--- src/dhgr_pkg.sv ---
// Shared types, constants and helper functions for the double-hires unpacker.
package dhgr_pkg;

   // Frame geometry.
   localparam int ROWS_PER_FRAME = 192;
   localparam int GROUPS_PER_ROW = 20;

   // Field widths.
   localparam int ADDR_W  = 14;
   localparam int BYTE_W  = 7;
   localparam int COL_W   = 5;
   localparam int ROW_W   = 8;
   localparam int WIN_W   = 7;
   localparam int PAL_W   = 3;
   localparam int COLOR_W = 4;
   localparam int CNT_W   = 3;
   localparam int PEND_W  = 12;
   localparam int CSR_IDX_W  = 2;
   localparam int CSR_DATA_W = 7;
   localparam int RSP_DATA_W = 48;

   // Hires address steps.
   localparam logic [ADDR_W-1:0] HIRES_BASE       = 14'h2000;
   localparam logic [ADDR_W-1:0] ROW_IN_CELL_STEP = 14'h0400;
   localparam logic [ADDR_W-1:0] CELL_STEP        = 14'h0080;
   localparam logic [ADDR_W-1:0] THIRD_STEP       = 14'h0028;

   // Palette codes.
   localparam logic [PAL_W-1:0] PAL_DEFAULT = 3'd0;
   localparam logic [PAL_W-1:0] PAL_GREEN   = 3'd1;
   localparam logic [PAL_W-1:0] PAL_BLUE    = 3'd2;
   localparam logic [PAL_W-1:0] PAL_RED     = 3'd3;
   localparam logic [PAL_W-1:0] PAL_YELLOW  = 3'd4;

   // Configuration register indexes.
   localparam logic [CSR_IDX_W-1:0] CSR_PALETTE_SELECT = 2'd0;
   localparam logic [CSR_IDX_W-1:0] CSR_WINDOW_FIRST   = 2'd1;
   localparam logic [CSR_IDX_W-1:0] CSR_WINDOW_LAST    = 2'd2;

   // Result of assembling one input item against the pending indices.
   typedef struct packed {
      logic              group_done;
      logic [PEND_W-1:0] next_pending;
      logic [CNT_W-1:0]  next_count;
      logic [BYTE_W-1:0] aux_first;
      logic [BYTE_W-1:0] main_first;
      logic [BYTE_W-1:0] aux_second;
      logic [BYTE_W-1:0] main_second;
   } pack_result_type;

   // Position of the current group on screen.
   typedef struct packed {
      logic [ADDR_W-1:0] main_address;
      logic              in_window;
      logic              frame_end;
   } scan_info_type;

   // Map one 2-bit index through the selected palette; unknown codes use the default.
   function automatic logic [COLOR_W-1:0] palette_color(input logic [PAL_W-1:0] sel,
                                                        input logic [1:0] idx);
      logic [COLOR_W-1:0] color;
      case (sel)
         PAL_GREEN: begin
            case (idx)
               2'd0: color = 4'd0;
               2'd1: color = 4'd2;
               2'd2: color = 4'd6;
               default: color = 4'd14;
            endcase
         end
         PAL_BLUE: begin
            case (idx)
               2'd0: color = 4'd0;
               2'd1: color = 4'd1;
               2'd2: color = 4'd3;
               default: color = 4'd11;
            endcase
         end
         PAL_RED: begin
            case (idx)
               2'd0: color = 4'd0;
               2'd1: color = 4'd8;
               2'd2: color = 4'd9;
               default: color = 4'd13;
            endcase
         end
         PAL_YELLOW: begin
            case (idx)
               2'd0: color = 4'd0;
               2'd1: color = 4'd4;
               2'd2: color = 4'd12;
               default: color = 4'd14;
            endcase
         end
         default: begin
            case (idx)
               2'd0: color = 4'd0;
               2'd1: color = 4'd5;
               2'd2: color = 4'd11;
               default: color = 4'd15;
            endcase
         end
      endcase
      return color;
   endfunction

   // Interleaved hires address of the first byte of a row.
   function automatic logic [ADDR_W-1:0] row_address(input logic [ROW_W-1:0] row);
      logic [ADDR_W-1:0] in_cell;
      logic [ADDR_W-1:0] cell_part;
      logic [ADDR_W-1:0] third;
      in_cell   = {11'd0, row[2:0]} * ROW_IN_CELL_STEP;
      cell_part = {11'd0, row[5:3]} * CELL_STEP;
      third     = {12'd0, row[7:6]} * THIRD_STEP;
      return HIRES_BASE + in_cell + cell_part + third;
   endfunction

endpackage

--- src/dhgr_group_pack.sv ---
// Index queue assembly, palette lookup and double-hires byte packing for one item.
module dhgr_group_pack (
   input  logic [7:0]                   packed_byte,
   input  logic [dhgr_pkg::PEND_W-1:0]  pending,
   input  logic [dhgr_pkg::CNT_W-1:0]   count,
   input  logic [dhgr_pkg::PAL_W-1:0]   palette_select,
   output dhgr_pkg::pack_result_type    result
);
   import dhgr_pkg::*;

   logic [PEND_W-1:0]  pending_masked;
   logic [19:0]        queue;
   logic [COLOR_W-1:0] c [7];

   // Keep only the queued indices, then append the four new ones behind them.
   always_comb begin
      for (int i = 0; i < 6; i++) begin
         pending_masked[2*i +: 2] = (CNT_W'(i) < count) ? pending[2*i +: 2] : 2'b00;
      end
      queue = {8'd0, pending_masked} | ({12'd0, packed_byte} << {count, 1'b0});
   end

   // Seven oldest indices through the palette.
   always_comb begin
      for (int i = 0; i < 7; i++) begin
         c[i] = palette_color(palette_select, queue[2*i +: 2]);
      end
   end

   // A group completes once three or more indices were already waiting.
   always_comb begin
      result.group_done = (count >= CNT_W'(3));
      if (result.group_done) begin
         result.next_pending = {6'd0, queue[19:14]};
         result.next_count   = count - CNT_W'(3);
      end else begin
         result.next_pending = queue[PEND_W-1:0];
         result.next_count   = count + CNT_W'(4);
      end
      result.aux_first   = {c[1][2:0], c[0]};
      result.main_first  = {c[3][1:0], c[2], c[1][3]};
      result.aux_second  = {c[5][0], c[4], c[3][3:2]};
      result.main_second = {c[6], c[5][3:1]};
   end

endmodule

--- src/dhgr_scan_counter.sv ---
// Column and row counters with hires address, window test and frame end flag.
module dhgr_scan_counter (
   input  logic                        clock,
   input  logic                        reset,
   input  logic                        advance,
   input  logic [dhgr_pkg::WIN_W-1:0]  window_first,
   input  logic [dhgr_pkg::WIN_W-1:0]  window_last,
   output dhgr_pkg::scan_info_type     info
);
   import dhgr_pkg::*;

   logic [COL_W-1:0] column_ff, column_in;
   logic [ROW_W-1:0] row_ff, row_in;
   logic             col_wrap;
   logic             row_wrap;

   assign col_wrap = ({1'b0, column_ff} + 6'd1) >= 6'(GROUPS_PER_ROW);
   assign row_wrap = ({1'b0, row_ff} + 9'd1) >= 9'(ROWS_PER_FRAME);

   // Position of the group now being completed.
   always_comb begin
      info.main_address = row_address(row_ff) + {8'd0, column_ff, 1'b0};
      info.in_window    = ({2'd0, column_ff} >= window_first)
                          && ({2'd0, column_ff} <= window_last);
      info.frame_end    = col_wrap && row_wrap;
   end

   // Step to the next group, wrapping at row and frame ends.
   always_comb begin
      column_in = column_ff;
      row_in    = row_ff;
      if (advance) begin
         if (col_wrap) begin
            column_in = '0;
            row_in    = row_wrap ? '0 : row_ff + ROW_W'(1);
         end else begin
            column_in = column_ff + COL_W'(1);
         end
      end
   end

   always_ff @(posedge clock) begin
      if (reset) begin
         column_ff <= '0;
         row_ff    <= '0;
      end else begin
         column_ff <= column_in;
         row_ff    <= row_in;
      end
   end

endmodule

--- src/dhgr_two_bit_unpacker.sv ---
// Top level of the double-hires two-bit pixel unpacker.
//
//   channel  direction  payload
//   req_     in         tdata: packed_byte
//   rsp_     out        tdata: address and four packed bytes, tlast: frame_end
//   csr_     in         index 0 palette_select, 1 window_first_column, 2 window_last_column
//
// Each item passes through the input register and each result through the result register,
// and one item is taken every cycle while results drain.
// An item moves on only when the result register is free or being emptied; a
// stalled result therefore holds back at most one further item in the input register.
// Reset is synchronous and clears queue, counters, valids and the configuration.
// Every seventh index completes a group, so results appear for most but not all items.
module dhgr_two_bit_unpacker (
   input  logic                                 clock,
   input  logic                                 reset,
   // Input item stream.
   input  logic                                 req_tvalid,
   output logic                                 req_tready,
   input  logic [7:0]                           req_tdata,  // [7:0] packed_byte
   // Result stream.
   output logic                                 rsp_tvalid,
   input  logic                                 rsp_tready,
   // [13:0] main_address, [20:14] aux_first, [27:21] main_first,
   // [34:28] aux_second, [41:35] main_second, [47:42] zero
   output logic [dhgr_pkg::RSP_DATA_W-1:0]      rsp_tdata,
   output logic                                 rsp_tlast,  // frame_end
   // Configuration writes.
   input  logic                                 csr_valid,
   output logic                                 csr_ready,
   input  logic [dhgr_pkg::CSR_IDX_W-1:0]       csr_index,
   input  logic [dhgr_pkg::CSR_DATA_W-1:0]      csr_data
);
   import dhgr_pkg::*;

   logic [PAL_W-1:0]  palette_ff;
   logic [WIN_W-1:0]  window_first_ff;
   logic [WIN_W-1:0]  window_last_ff;

   logic              in_valid_ff;
   logic [7:0]        in_byte_ff;

   logic [PEND_W-1:0] pending_ff;
   logic [CNT_W-1:0]  count_ff;

   logic              out_valid_ff, out_valid_in;
   logic [RSP_DATA_W-1:0] out_data_ff;
   logic              out_last_ff;

   logic              advance;
   logic              emit;
   pack_result_type   pack;
   scan_info_type     scan;

   // Configuration is always accepted.
   assign csr_ready = 1'b1;

   always_ff @(posedge clock) begin
      if (reset) begin
         palette_ff      <= PAL_DEFAULT;
         window_first_ff <= '0;
         window_last_ff  <= '1;
      end else if (csr_valid) begin
         case (csr_index)
            CSR_PALETTE_SELECT: palette_ff      <= csr_data[PAL_W-1:0];
            CSR_WINDOW_FIRST:   window_first_ff <= csr_data;
            CSR_WINDOW_LAST:    window_last_ff  <= csr_data;
            default: ;
         endcase
      end
   end

   // The held item moves on when the result register can take whatever it makes.
   assign advance    = in_valid_ff && (!out_valid_ff || rsp_tready);
   assign req_tready = !in_valid_ff || advance;
   assign emit       = advance && pack.group_done;

   // Input register.
   always_ff @(posedge clock) begin
      if (reset) begin
         in_valid_ff <= 1'b0;
      end else if (req_tready) begin
         in_valid_ff <= req_tvalid;
      end
   end

   always_ff @(posedge clock) begin
      if (req_tready && req_tvalid) begin
         in_byte_ff <= req_tdata;
      end
   end

   dhgr_group_pack u_pack (
      .packed_byte    (in_byte_ff),
      .pending        (pending_ff),
      .count          (count_ff),
      .palette_select (palette_ff),
      .result         (pack)
   );

   dhgr_scan_counter u_scan (
      .clock        (clock),
      .reset        (reset),
      .advance      (emit),
      .window_first (window_first_ff),
      .window_last  (window_last_ff),
      .info         (scan)
   );

   // Pending index queue.
   always_ff @(posedge clock) begin
      if (reset) begin
         pending_ff <= '0;
         count_ff   <= '0;
      end else if (advance) begin
         pending_ff <= pack.next_pending;
         count_ff   <= pack.next_count;
      end
   end

   // Result register.
   always_comb begin
      out_valid_in = out_valid_ff;
      if (advance || rsp_tready) begin
         out_valid_in = emit;
      end
   end

   always_ff @(posedge clock) begin
      if (reset) begin
         out_valid_ff <= 1'b0;
      end else begin
         out_valid_ff <= out_valid_in;
      end
   end

   // Columns outside the window carry zero pixel bytes.
   always_ff @(posedge clock) begin
      if (emit) begin
         if (scan.in_window) begin
            out_data_ff <= {6'd0, pack.main_second, pack.aux_second,
                            pack.main_first, pack.aux_first, scan.main_address};
         end else begin
            out_data_ff <= {6'd0, 28'd0, scan.main_address};
         end
         out_last_ff <= scan.frame_end;
      end
   end

   assign rsp_tvalid = out_valid_ff;
   assign rsp_tdata  = out_data_ff;
   assign rsp_tlast  = out_last_ff;

endmodule

--- config.mk ---
export PLATFORM = sky130hd
export DESIGN_NAME = dhgr_two_bit_unpacker
export DESIGN_NICKNAME = d
export VERILOG_FILES = /design/src/dhgr_pkg.sv /design/src/dhgr_group_pack.sv /design/src/dhgr_scan_counter.sv /design/src/dhgr_two_bit_unpacker.sv
export SDC_FILE = /design/constraint.sdc
export NUM_CORES = 1
export LEC_CHECK = 0
export BUFFER_PORTS_ARGS = -buffer_cell sky130_fd_sc_hd__buf_2
export CAP_MARGIN = 10
export CORE_ASPECT_RATIO = 0.5
export CORE_UTILIZATION = 40
export DETAILED_ROUTE_END_ITERATION = 8
export GPL_TIMING_DRIVEN = 0
export PLACE_DENSITY = 0.61
export SLEW_MARGIN = 20
export SYNTH_ARGS = -nofsm -noshare
export SYNTH_HDL_FRONTEND = slang
export SYNTH_SLANG_ARGS = --single-unit
export TNS_END_PERCENT = 50
--- constraint.sdc ---
create_clock -name clock -period 2.88 [get_ports clock]
set_input_delay 0.432 -clock clock [delete_from_list [all_inputs] [get_ports clock]]
set_output_delay 0.432 -clock clock [all_outputs]
set_load 0.02 [all_outputs]
==> qor.tcl <==
set qor(critical_path.cell_chain) {inv_1, ha_1, nand2b_1, a21o_1, a21oi_1, o21a_1, or4_1, buf_6, a2111oi_2}
set qor(critPathTopFamily) {compound AO/OA/AOI/OAI gates}
set qor(flow.area_growth_from_synthesis_pct) 16.3
set qor(fp-row-count) 29
set qor(cp_num_buf_inv) 2
set qor(timing_worst_slew_pin_value_ns) 0.786
set qor(grt_pass1_wl_um) 20600
set qor(synthArstFlopShare) 0
set qor(synthFlopType) {edfxtp_1}
set qor(drive_above_1_share) 0.198
set qor(maxClockFrequency_ghz) 0.378
set qor(cts-buffers-inserted) 9
set qor(worst_setup_path_end_kind) {register}
set qor(run_status) {finished with violations}
set qor(maxSlewHeadroom) 0.472
set qor(path_max_fanout) 10
set qor(final_cell_area_mm2) 0.00625
set qor(via_count) 4460
set qor(critical_path_class) {register to register}
set qor(total_of_warnings_raised_by_yosys) 0
set qor(clock_sinks) 97
set qor(clk_path_buf_depth) 2
set qor(finalHoldViolations) 0
set qor(source_to_sink_clock_delay_at_the_later_pin_of_the_worst_skew_pair_ns) 0.35
set qor(cellPowerDensity_mw_per_mm2) 519
set qor(post_cts_hold_buffer_count) 0
set qor(postRouteAntennaNets) 0
set qor(grt_start_max_net_pins) 49
set qor(vdd_ir_drop_max_mv) 0.232
set qor(critical_path_arrival_ns) 2.77
set qor(die_w_um) 166
set qor(setup.reg_to_reg.worst_slack_ns) 0.23
set qor(max_cap_violations) 0
set qor(antenna_cells_inserted) 0
set qor(timing.hold.worst.class) {input pin to register}
set qor(io_buffers) 64
set qor(die_height_um) 84.0
set qor(floorplan.core_area_mm2) 0.0129
set qor(clock-root-buffer) {clkbuf_16}
set qor(ys_seq_area_frac) 0.455
set qor(syn-instance-count) 570
set qor(post_synth.cell_area_avg_um2) 9.43
set qor(antenna_found_initial) 0
set qor(yosys_register_bits) 97
set qor(violations) {DRC}
set qor(finalSetupViolCount) 0
set qor(design.final.nets) 693
set qor(fin_crit_sh) 0.919
set qor(report.power.total_uw) 3240
set qor(totalWireLength_um) 12900
set qor(globalRouteOverflowTotal) 0
set qor(setup_total_negative_slack_ns) 0
set qor(avgRoutedWirePerCell_um) 15.7
set qor(min_clock_period_post_route_ns) 2.65
set qor(dr.first_iter.drc_count) 367
set qor(drt_drc) 5
set qor(fp.dieArea_mm2) 0.0139
set qor(final_cell_count_no_fill) 826
set qor(clk_pin_slew_ns) 0.07
set qor(grt_pass1_vias) 4001
set qor(number_of_enable_flip_flop_cells_after_synthesis) 50
set qor(crit_path_start_kind) {register}
set qor(fin_worst_skew_ns) 0.00979
set qor(first_pass_iteration_count_of_the_detailed_router) 7
set qor(track_usage) 0.189
set qor(detailed_place.area_mm2) 0.00593
set qor(layout_commonest_cell) {buf_2}
set qor(synth.lib_cells_used.distinct) 67
set qor(drt-vias-per-instance) 5.40
set qor(cp_data_required_time_ns) 3.00
set qor(detailedPlacementHpwl_um) 9300
set qor(grt_setup_unrepaired) {false}
set qor(synth.cell_area_mm2) 0.00537
set qor(commonest_non_fill_non_tap_cells_in_the_layout) {buf_2, nor2_1, nand2_1, edfxtp_1, a21oi_1}
set qor(cts.htree.levels) 3
set qor(timing_max_transition_violations_final) 0
set qor(fillerInstances) 1211
set qor(holdWs_ns) 0.258
set qor(tritoncts) {done}
set qor(placedCellCount) 810
set qor(largest_stage_delay_worst_path_ns) 0.51
set qor(timing.critical_path.slowest_stage_cell) {or4_1}
set qor(global_placer_s_final_weighted_congestion) 0.933
set qor(power_leakage_uw) 0.00244
set qor(num_io_pins) 74
set qor(floorplan.initialDensity) 0.417
==> timing repair <==
action,4_1_cts,5_1_grt
endpoints found under the setup margin,5,1
resized for setup,1,1
buffers inserted,0,0
==> logic make-up (layout without fill, tap and decap cells) <==
family,after synthesis,count (layout),synth area share
simple gates,200,200,0.185
compound gates,157,157,0.193
flops,97,97,0.455
buf+inv,62,142,0.0571
mux,22,22,0.0442
fa+ha+maj,20,20,0.0480
xor+xnor,10,10,0.0163
other cells,2,8,0.00140
==> sequential cells by signal (all words and copies together), names as in the netlist <==
register and count:
rsp_tdata 41, pending_ff 12, in_byte_ff 8, u_scan.row_ff 8
window_first_ff 7, window_last_ff 7, u_scan.column_ff 5, count_ff 3
palette_ff 3, in_valid_ff 1, rsp_tlast 1, rsp_tvalid 1
==> cell type report <==
type	instances	area, um^2	share of cell area
inverter	22	87.6	0.0140
tap	170	213	0.0340
sequential	97	2440	0.391
timing repair buffer	64	320	0.0513
clock buffer	11	264	0.0423
clock inverter	5	51.3	0.00821
buffer	40	224	0.0358
multi-input combinational	417	2650	0.424
==> metrics by stage <==
step / setup slack [ns] / util
after floorplan: 0.582 / -
after global placement: -0.0132 / 0.460
after detailed placement: -0.0794 / 0.460
after CTS: 0.215 / 0.485
after global routing: 0.0924 / 0.485
final: 0.233 / 0.485
==> report_power, final <==
part           internal (uW)  switching, uW
clock network            744            528
registers               1500           25.4
logic                    161            280
total                   2410            833
==> layer usage <==
metal  routed length, um  part of all wire  GRT usage  vias to the layer above
met5                   0                 0          0                        -
met4                 269             0.021     0.0663                        0
met3                 695             0.054     0.0507                       29
met2                5680              0.44      0.293                      130
met1                6300              0.49      0.254                     2085
li1                    -                 -          -                     2216
==> synthesized netlist by cell type, drive strengths merged (5+ instances only) <==
cell / number / area share
a2111oi: 5 / 0.014
a21o: 9 / 0.013
a21oi: 53 / 0.053
a221oi: 5 / 0.0082
a22oi: 7 / 0.0098
and2: 5 / 0.0058
and3: 7 / 0.0082
buf: 20 / 0.028
clkbuf: 20 / 0.014
dfxtp: 47 / 0.18
edfxtp: 50 / 0.28
ha: 19 / 0.044
inv: 22 / 0.015
mux2i: 17 / 0.032
nand2: 55 / 0.039
nand2b: 5 / 0.0058
nand3: 10 / 0.0093
nand3b: 10 / 0.014
nor2: 67 / 0.047
nor2b: 5 / 0.0058
nor3: 21 / 0.028
o21ai: 39 / 0.036
o22ai: 5 / 0.0058
xnor2: 7 / 0.011
==> worst paths after layout <==
path	start	endpoint	depth (start not counted)
worst max-delay path	u_scan.column_ff[0]$_SDFFE_PP0P_	rsp_tdata[15]$_SDFFCE_PN0P_	9
worst min-delay path	req_tdata[3]	in_byte_ff[3]$_DFFE_PP_	1
worst max register to register	u_scan.column_ff[0]$_SDFFE_PP0P_	rsp_tdata[15]$_SDFFCE_PN0P_	9
worst min register to register	window_last_ff[5]$_SDFFE_PP1P_	window_last_ff[5]$_SDFFE_PP1P_	2
(Power assumes the default switching activity.)
